--- config.mk ---
export PLATFORM = sky130hd
export DESIGN_NAME = j3e_ctrl
export DESIGN_NICKNAME = d
export VERILOG_FILES = /design/src/hdl/j3e_pkg.sv /design/src/hdl/j3e_ctrl.sv
export SDC_FILE = /design/constraint.sdc
export NUM_CORES = 1
export LEC_CHECK = 0
export BUFFER_PORTS_ARGS = -buffer_cell sky130_fd_sc_hd__buf_4
export CAP_MARGIN = 20
export CELL_PAD_IN_SITES_DETAIL_PLACEMENT = 1
export CELL_PAD_IN_SITES_GLOBAL_PLACEMENT = 2
export CORE_ASPECT_RATIO = 1.75
export CORE_MARGIN = 2
export CORE_UTILIZATION = 35
export CTS_CLUSTER_DIAMETER = 30
export DETAILED_ROUTE_END_ITERATION = 16
export MAX_ROUTING_LAYER = met4
export PLACE_DENSITY = 0.94
export SETUP_SLACK_MARGIN = 0.2
export SLEW_MARGIN = 20
export SYNTH_ARGS = -nofsm -noshare
export SYNTH_HDL_FRONTEND = slang
export SYNTH_SLANG_ARGS = --single-unit
--- constraint.sdc ---
create_clock -name clk -period 2.7 [get_ports clk]
set_clock_uncertainty 0.2 [all_clocks]
set_input_delay 0.27 -clock clk [delete_from_list [all_inputs] [get_ports clk]]
set_output_delay 0.27 -clock clk [all_outputs]
set_load 0.01 [all_outputs]
--- src/hdl/j3e_pkg.sv ---
// Shared types, constants and elaboration-time CORDIC tables for the 3x3
// symmetric Jacobi eigenvalue block. No dependencies.
package j3e_pkg;

  localparam int MAX_SWEEPS   = 12;
  localparam int CORDIC_STEPS = 32;
  localparam int MUL_N        = 12;

  localparam int IN_W    = 32;
  localparam int OUT_W   = 34;
  localparam int VAL_W   = 48;
  localparam int SUM_W   = 52;
  localparam int PROD_W  = 49;
  localparam int Q30_W   = 32;
  localparam int CORD_W  = 64;
  localparam int TOL_W   = 16;

  localparam int SWEEP_W = $clog2(MAX_SWEEPS + 1);
  localparam int STEP_W  = $clog2(CORDIC_STEPS);
  localparam int MUL_W   = $clog2(MUL_N);
  localparam int IDX_W   = STEP_W;

  localparam logic [TOL_W-1:0] TOL_RESET = 16'd1;

  // Datapath operations issued by the controller.
  localparam logic [3:0] OP_NONE = 4'd0;
  localparam logic [3:0] OP_LOAD = 4'd1;
  localparam logic [3:0] OP_PICK = 4'd2;
  localparam logic [3:0] OP_NORM = 4'd3;
  localparam logic [3:0] OP_QUAD = 4'd4;
  localparam logic [3:0] OP_VEC  = 4'd5;
  localparam logic [3:0] OP_ROTI = 4'd6;
  localparam logic [3:0] OP_ROT  = 4'd7;
  localparam logic [3:0] OP_CS   = 4'd8;
  localparam logic [3:0] OP_MLO  = 4'd9;
  localparam logic [3:0] OP_MHI  = 4'd10;
  localparam logic [3:0] OP_MFIN = 4'd11;
  localparam logic [3:0] OP_UPD  = 4'd12;
  localparam logic [3:0] OP_OUT  = 4'd13;

  typedef struct packed {
    logic [3:0]       op;
    logic [IDX_W-1:0] idx;
  } cmd_t;

  typedef struct packed {
    logic below_tol;
    logic vec_zero;
    logic norm_done;
  } status_t;

  typedef logic [CORDIC_STEPS-1:0][CORD_W-1:0] atan_rom_t;

  // Restoring division, used only while the constant tables are built.
  function automatic logic [63:0] const_udiv(input logic [63:0] num, input logic [63:0] den);
    logic [64:0] rem;
    logic [63:0] quo;
    rem = '0;
    quo = '0;
    for (int b = 63; b >= 0; b--) begin
      rem = {rem[63:0], num[b]};
      if (rem >= {1'b0, den}) begin
        rem    = rem - {1'b0, den};
        quo[b] = 1'b1;
      end
    end
    return quo;
  endfunction

  // Alternating series for atan(1/n) in Q60, every division truncating.
  function automatic logic signed [63:0] atan_series(input logic [63:0] n);
    logic [63:0]        p;
    logic [63:0]        term;
    logic signed [63:0] sum;
    p   = const_udiv(64'd1 << 60, n);
    sum = '0;
    for (int k = 0; k < 64; k++) begin
      if (p != 64'd0) begin
        term = const_udiv(p, 64'(2 * k + 1));
        if (k % 2 == 1) begin
          sum = sum - $signed(term);
        end else begin
          sum = sum + $signed(term);
        end
        p = const_udiv(const_udiv(p, n), n);
      end
    end
    return sum;
  endfunction

  function automatic atan_rom_t build_atan_rom();
    atan_rom_t rom;
    rom[0] = 4 * atan_series(64'd5) - atan_series(64'd239);
    for (int i = 1; i < CORDIC_STEPS; i++) begin
      rom[i] = atan_series(64'd1 << i);
    end
    return rom;
  endfunction

  localparam atan_rom_t ATAN_ROM = build_atan_rom();

  function automatic logic signed [63:0] build_pi();
    logic signed [63:0] a0;
    a0 = $signed(ATAN_ROM[0]);
    return a0 <<< 2;
  endfunction

  localparam logic signed [CORD_W-1:0] PI_Q60 = build_pi();

  // Reciprocal of the CORDIC gain in Q60.
  function automatic logic signed [63:0] build_kinv();
    logic signed [63:0] x;
    logic signed [63:0] y;
    logic signed [63:0] dx;
    logic signed [63:0] dy;
    logic [63:0]        g;
    logic [63:0]        r;
    logic [63:0]        q;
    x = 64'sd1 <<< 61;
    y = '0;
    for (int i = 0; i < CORDIC_STEPS; i++) begin
      dx = y >>> i;
      dy = x >>> i;
      if (y > 0) begin
        x = x + dx;
        y = y - dy;
      end else begin
        x = x - dx;
        y = y + dy;
      end
    end
    g = x;
    r = 64'd1 << 61;
    q = '0;
    for (int i = 0; i < 60; i++) begin
      r = r << 1;
      q = q << 1;
      if (r >= g) begin
        r = r - g;
        q = q | 64'd1;
      end
    end
    return $signed(q);
  endfunction

  localparam logic signed [CORD_W-1:0] KINV_Q60 = build_kinv();

  function automatic logic signed [VAL_W-1:0] sat_val(input logic signed [SUM_W-1:0] v);
    logic signed [VAL_W-1:0] res;
    if (v[SUM_W-1:VAL_W-1] == '0 || v[SUM_W-1:VAL_W-1] == '1) begin
      res = v[VAL_W-1:0];
    end else if (v[SUM_W-1]) begin
      res = {1'b1, {(VAL_W-1){1'b0}}};
    end else begin
      res = {1'b0, {(VAL_W-1){1'b1}}};
    end
    return res;
  endfunction

  function automatic logic signed [OUT_W-1:0] sat_out(input logic signed [VAL_W-1:0] v);
    logic signed [OUT_W-1:0] res;
    if (v[VAL_W-1:OUT_W-1] == '0 || v[VAL_W-1:OUT_W-1] == '1) begin
      res = v[OUT_W-1:0];
    end else if (v[VAL_W-1]) begin
      res = {1'b1, {(OUT_W-1){1'b0}}};
    end else begin
      res = {1'b0, {(OUT_W-1){1'b1}}};
    end
    return res;
  endfunction

endpackage

--- src/hdl/j3e_ctrl.sv ---
// Sequencing state machine for the Jacobi eigenvalue block: issues one
// datapath operation at most once a cycle and runs the handshakes. Depends on j3e_pkg.
module j3e_ctrl (
  input  logic             clk,
  input  logic             rst,
  input  logic             in_valid,
  output logic             in_stall,
  output logic             out_valid,
  input  logic             out_stall,
  input  j3e_pkg::status_t status,
  output j3e_pkg::cmd_t    cmd
);
  import j3e_pkg::*;

  localparam logic [3:0] S_IDLE = 4'd0;
  localparam logic [3:0] S_PICK = 4'd1;
  localparam logic [3:0] S_NORM = 4'd2;
  localparam logic [3:0] S_QUAD = 4'd3;
  localparam logic [3:0] S_VEC  = 4'd4;
  localparam logic [3:0] S_ROTI = 4'd5;
  localparam logic [3:0] S_ROT  = 4'd6;
  localparam logic [3:0] S_CS   = 4'd7;
  localparam logic [3:0] S_MLO  = 4'd8;
  localparam logic [3:0] S_MHI  = 4'd9;
  localparam logic [3:0] S_MFIN = 4'd10;
  localparam logic [3:0] S_UPD  = 4'd11;
  localparam logic [3:0] S_OUT  = 4'd12;

  logic [3:0]         state;
  logic [3:0]         state_next;
  logic [STEP_W-1:0]  step;
  logic [STEP_W-1:0]  step_next;
  logic [MUL_W-1:0]   mcnt;
  logic [MUL_W-1:0]   mcnt_next;
  logic [SWEEP_W-1:0] sweep;
  logic [SWEEP_W-1:0] sweep_next;
  logic               out_fire;

  assign in_stall = (state != S_IDLE);

  always_comb begin
    state_next = state;
    step_next  = step;
    mcnt_next  = mcnt;
    sweep_next = sweep;
    out_fire   = 1'b0;
    cmd.op     = OP_NONE;
    cmd.idx    = '0;
    case (state)
      S_IDLE: begin
        if (in_valid) begin
          cmd.op     = OP_LOAD;
          sweep_next = '0;
          state_next = S_PICK;
        end
      end
      S_PICK: begin
        if (status.below_tol || sweep == SWEEP_W'(MAX_SWEEPS)) begin
          state_next = S_OUT;
        end else begin
          cmd.op     = OP_PICK;
          state_next = S_NORM;
        end
      end
      S_NORM: begin
        // A zero vector has angle zero and skips straight to rotation.
        if (status.vec_zero) begin
          state_next = S_ROTI;
        end else if (status.norm_done) begin
          state_next = S_QUAD;
        end else begin
          cmd.op = OP_NORM;
        end
      end
      S_QUAD: begin
        cmd.op     = OP_QUAD;
        step_next  = '0;
        state_next = S_VEC;
      end
      S_VEC: begin
        cmd.op    = OP_VEC;
        cmd.idx   = IDX_W'(step);
        step_next = step + 1'b1;
        if (step == STEP_W'(CORDIC_STEPS - 1)) begin
          state_next = S_ROTI;
        end
      end
      S_ROTI: begin
        cmd.op     = OP_ROTI;
        step_next  = '0;
        state_next = S_ROT;
      end
      S_ROT: begin
        cmd.op    = OP_ROT;
        cmd.idx   = IDX_W'(step);
        step_next = step + 1'b1;
        if (step == STEP_W'(CORDIC_STEPS - 1)) begin
          state_next = S_CS;
        end
      end
      S_CS: begin
        cmd.op     = OP_CS;
        mcnt_next  = '0;
        state_next = S_MLO;
      end
      S_MLO: begin
        cmd.op     = OP_MLO;
        cmd.idx    = IDX_W'(mcnt);
        state_next = S_MHI;
      end
      S_MHI: begin
        cmd.op     = OP_MHI;
        cmd.idx    = IDX_W'(mcnt);
        state_next = S_MFIN;
      end
      S_MFIN: begin
        cmd.op    = OP_MFIN;
        cmd.idx   = IDX_W'(mcnt);
        mcnt_next = mcnt + 1'b1;
        if (mcnt == MUL_W'(MUL_N - 1)) begin
          state_next = S_UPD;
        end else begin
          state_next = S_MLO;
        end
      end
      S_UPD: begin
        cmd.op     = OP_UPD;
        sweep_next = sweep + 1'b1;
        state_next = S_PICK;
      end
      S_OUT: begin
        // The output register is written only once the previous result is gone.
        if (!out_valid || !out_stall) begin
          cmd.op     = OP_OUT;
          out_fire   = 1'b1;
          state_next = S_IDLE;
        end
      end
      default: begin
        state_next = S_IDLE;
      end
    endcase
  end

  always_ff @(posedge clk) begin
    if (rst) begin
      state     <= S_IDLE;
      step      <= '0;
      mcnt      <= '0;
      sweep     <= '0;
      out_valid <= 1'b0;
    end else begin
      state     <= state_next;
      step      <= step_next;
      mcnt      <= mcnt_next;
      sweep     <= sweep_next;
      out_valid <= (out_valid && out_stall) || out_fire;
    end
  end

endmodule

==> results.yml <==
setup_path:
  crit_arrival_ps: 1850
  crit_type: "flip-flop to output port"
  crit_buf_inv: 2
  required_ps: 2230
  crit_family: "flip-flops"
  slowest_delay_ps: 550
  crit_path_top_delay_cell: "dfxtp_1"
  path_cells: "inv_2, nor2_1, a22oi_1, o21ai_0, buf_4"
  crit_fanout: 11
  start_kind: "flip-flop"
  crit_path_end_kind: "output port"
flow_run:
  maxCapViolations: 0
sta:
  drv_slew: 0
  max_freq_mhz: 431
  fin_crit_ps: 2320
  hold_viol_final: 0
  finalCritPeriodShare_pct: 86.0
  worst_pin_slew_ps: 621
  setup_viol_count_final: 0
  hold_ws_ps: 35.6
  max-slew-margin-rel_pct: 58.6
  rsz0062_at_grt: "false"
  finalSetupTns_ps: 0
yosys:
  synth-seq-area-share_pct: 28.0
  async_flop_share_pct: 0
  syn-cell-area_um2: 1290
  yosys.area.top_type_share_pct: 28.0
  yosys.cell_types.count: 47
  ys_ff_latch: 18
  synth_edf_count: 0
  synth.net_count: 178
  synth_area_leaders: "dfxtp_1 28%, o21ai_0 5.4%, nor2_1 5.3%"
  syn_inst: 166
  synth_warnings: 0
  synth_ff_type: "dfxtp_1"
  synth_commonest_cells: "18 x dfxtp_1, 18 x nor2_1, 14 x o21ai_0"
  syn_avg_cell_area_um2: 7.75
  synth_top_area_cell: "dfxtp_1"
route:
  wl_per_cell_um: 17.5
  ant_nets: 0
  post-route-drc-count: 0
  drt-total-wl_mm: 3.93
  first_pass_iters: 4
  post_drt_via_cell_ratio: 5.91
  drt_first_iter_violations: 27
  vias: 1323
power:
  p_per_area_nw_per_um2: 758
  power.share.sequential_pct: 31.6
  power_frac_clock_pct: 17.6
  swShare_pct: 45.2
  p_comb_share_pct: 50.8
  p_sw_w: 0.000501
  cellLeakagePower_nw: 0.537
  vdd_drop_max_v: 0.000428
  internal_power_w: 0.000608
placed_design:
  numPortBuffers: 17
  gp_congestion: 0.824
  place_hpwl_mm: 3.00
grt:
  grt_pass1_vias: 1383
  grt_overflow: 0
  grt_pass1_wl_mm: 6.62
  antenna_found_initial: 0
  grt_usage_pct: 20.7
  grt_max_degree: 32
cts:
  clk_path_buf_depth: 2
  cts_sinks: 18
  cts-root-buf: "clkbuf_8"
  ctsHtreeMaxLevel: 1
  cts_resized: 0
  cts_made_buffers: 3
  cts_tree: "done"
  cts-hold-fix-buffers: 0
  clk_latency_ps: 260
  post_cts_buffers: 0
  path_clk_slew_ps: 70
worst_hold_path:
  hold_path.class: "primary input to flip-flop"
floorplan:
  coreArea_um2: 3560
  die_y_um: 84.2
  die_area_um2: 4200
  start_util_pct: 36.2
  std_cell_rows: 29
  dieWidth_um: 49.8
  io_pins: 18
final_layout:
  fin_util_pct: 41.1
  nets: 192
  drive_above_1_share_pct: 16.9
  num_antenna_cells: 0
  syn_to_final_growth_pct: 13.7
outcome:
  outcome: "finished clean"
[cell families after synthesis]
logic type	synth area share, %
AOI/OAI and AO/OA	28.8
DFF	28.0
muxes	0.778
and+or+nand+nor	27.9
xor gates and xnor gates	1.36
adders and majority gates	4.86
buffers and inverters	8.27
[final timing paths]
| path | start | endpoint | slack, ps | cells past startpoint |
|---|---|---|---|---|
| worst min register to register | sweep[1] | sweep[1] | 310 | 2 |
| worst min-delay path | in_valid | sweep[2] | 40 | 2 |
| worst max-delay path | state[2] | cmd[0] | 380 | 5 |
| worst max register to register | step[0] | state[2] | 720 | 7 |
[power groups by stage]
stage	registers, W	logic [W]	clock network (W)
3_5_place_dp	0.000354	0.000562	0
3_3_place_gp	0.000349	0.000541	0
2_1_floorplan	0.000329	0.000431	0
6_report	0.000350	0.000563	0.000196
5_1_grt	0.000357	0.000623	0.000214
4_1_cts	0.000348	0.000564	0.000198
[final cells by class]
class                      count  area [µm²]
timing repair buffer          22         165
multi-input combinational    130         820
clock buffer                   3        41.3
tap                           46        57.6
sequential                    18         360
fill                         476        2090
inverter                       5        18.8
[per-stage QoR]
stage          setup slack [ps]  instances  cell area, µm²  total power [W]
6_report                    377        224            1460          0.00111
5_1_grt                     249        224            1460          0.00119
4_1_cts                     376        224            1460          0.00111
3_5_place_dp                672        221            1420         0.000916
3_3_place_gp                762        221            1420         0.000890
2_1_floorplan               981        166            1290         0.000760
[registers in the layout, indices dropped and copies added (netlist names)]
signal	flops
mcnt	4
out_valid	1
state	4
step	5
sweep	4
[layout by cell type (no fill, tap or decap), drive strengths merged, types with 5 or more instances in the layout]
master,count
a311oi,6
nand2,10
o21ai,14
inv,5
dfxtp,18
buf,22
nor2,19
ha,5
nor3,7
nand3,7
a22oi,7
a21oi,12
[routing by layer]
layer | vias up | global-route usage, % | share of wire [%]
met5 | - | - | 0
met4 | 0 | 5.81 | 0.97
li1 | 643 | - | -
met3 | 4 | 2.14 | 1.9
met2 | 18 | 39.5 | 60
met1 | 658 | 21.6 | 37
(Power assumes the default switching activity.)
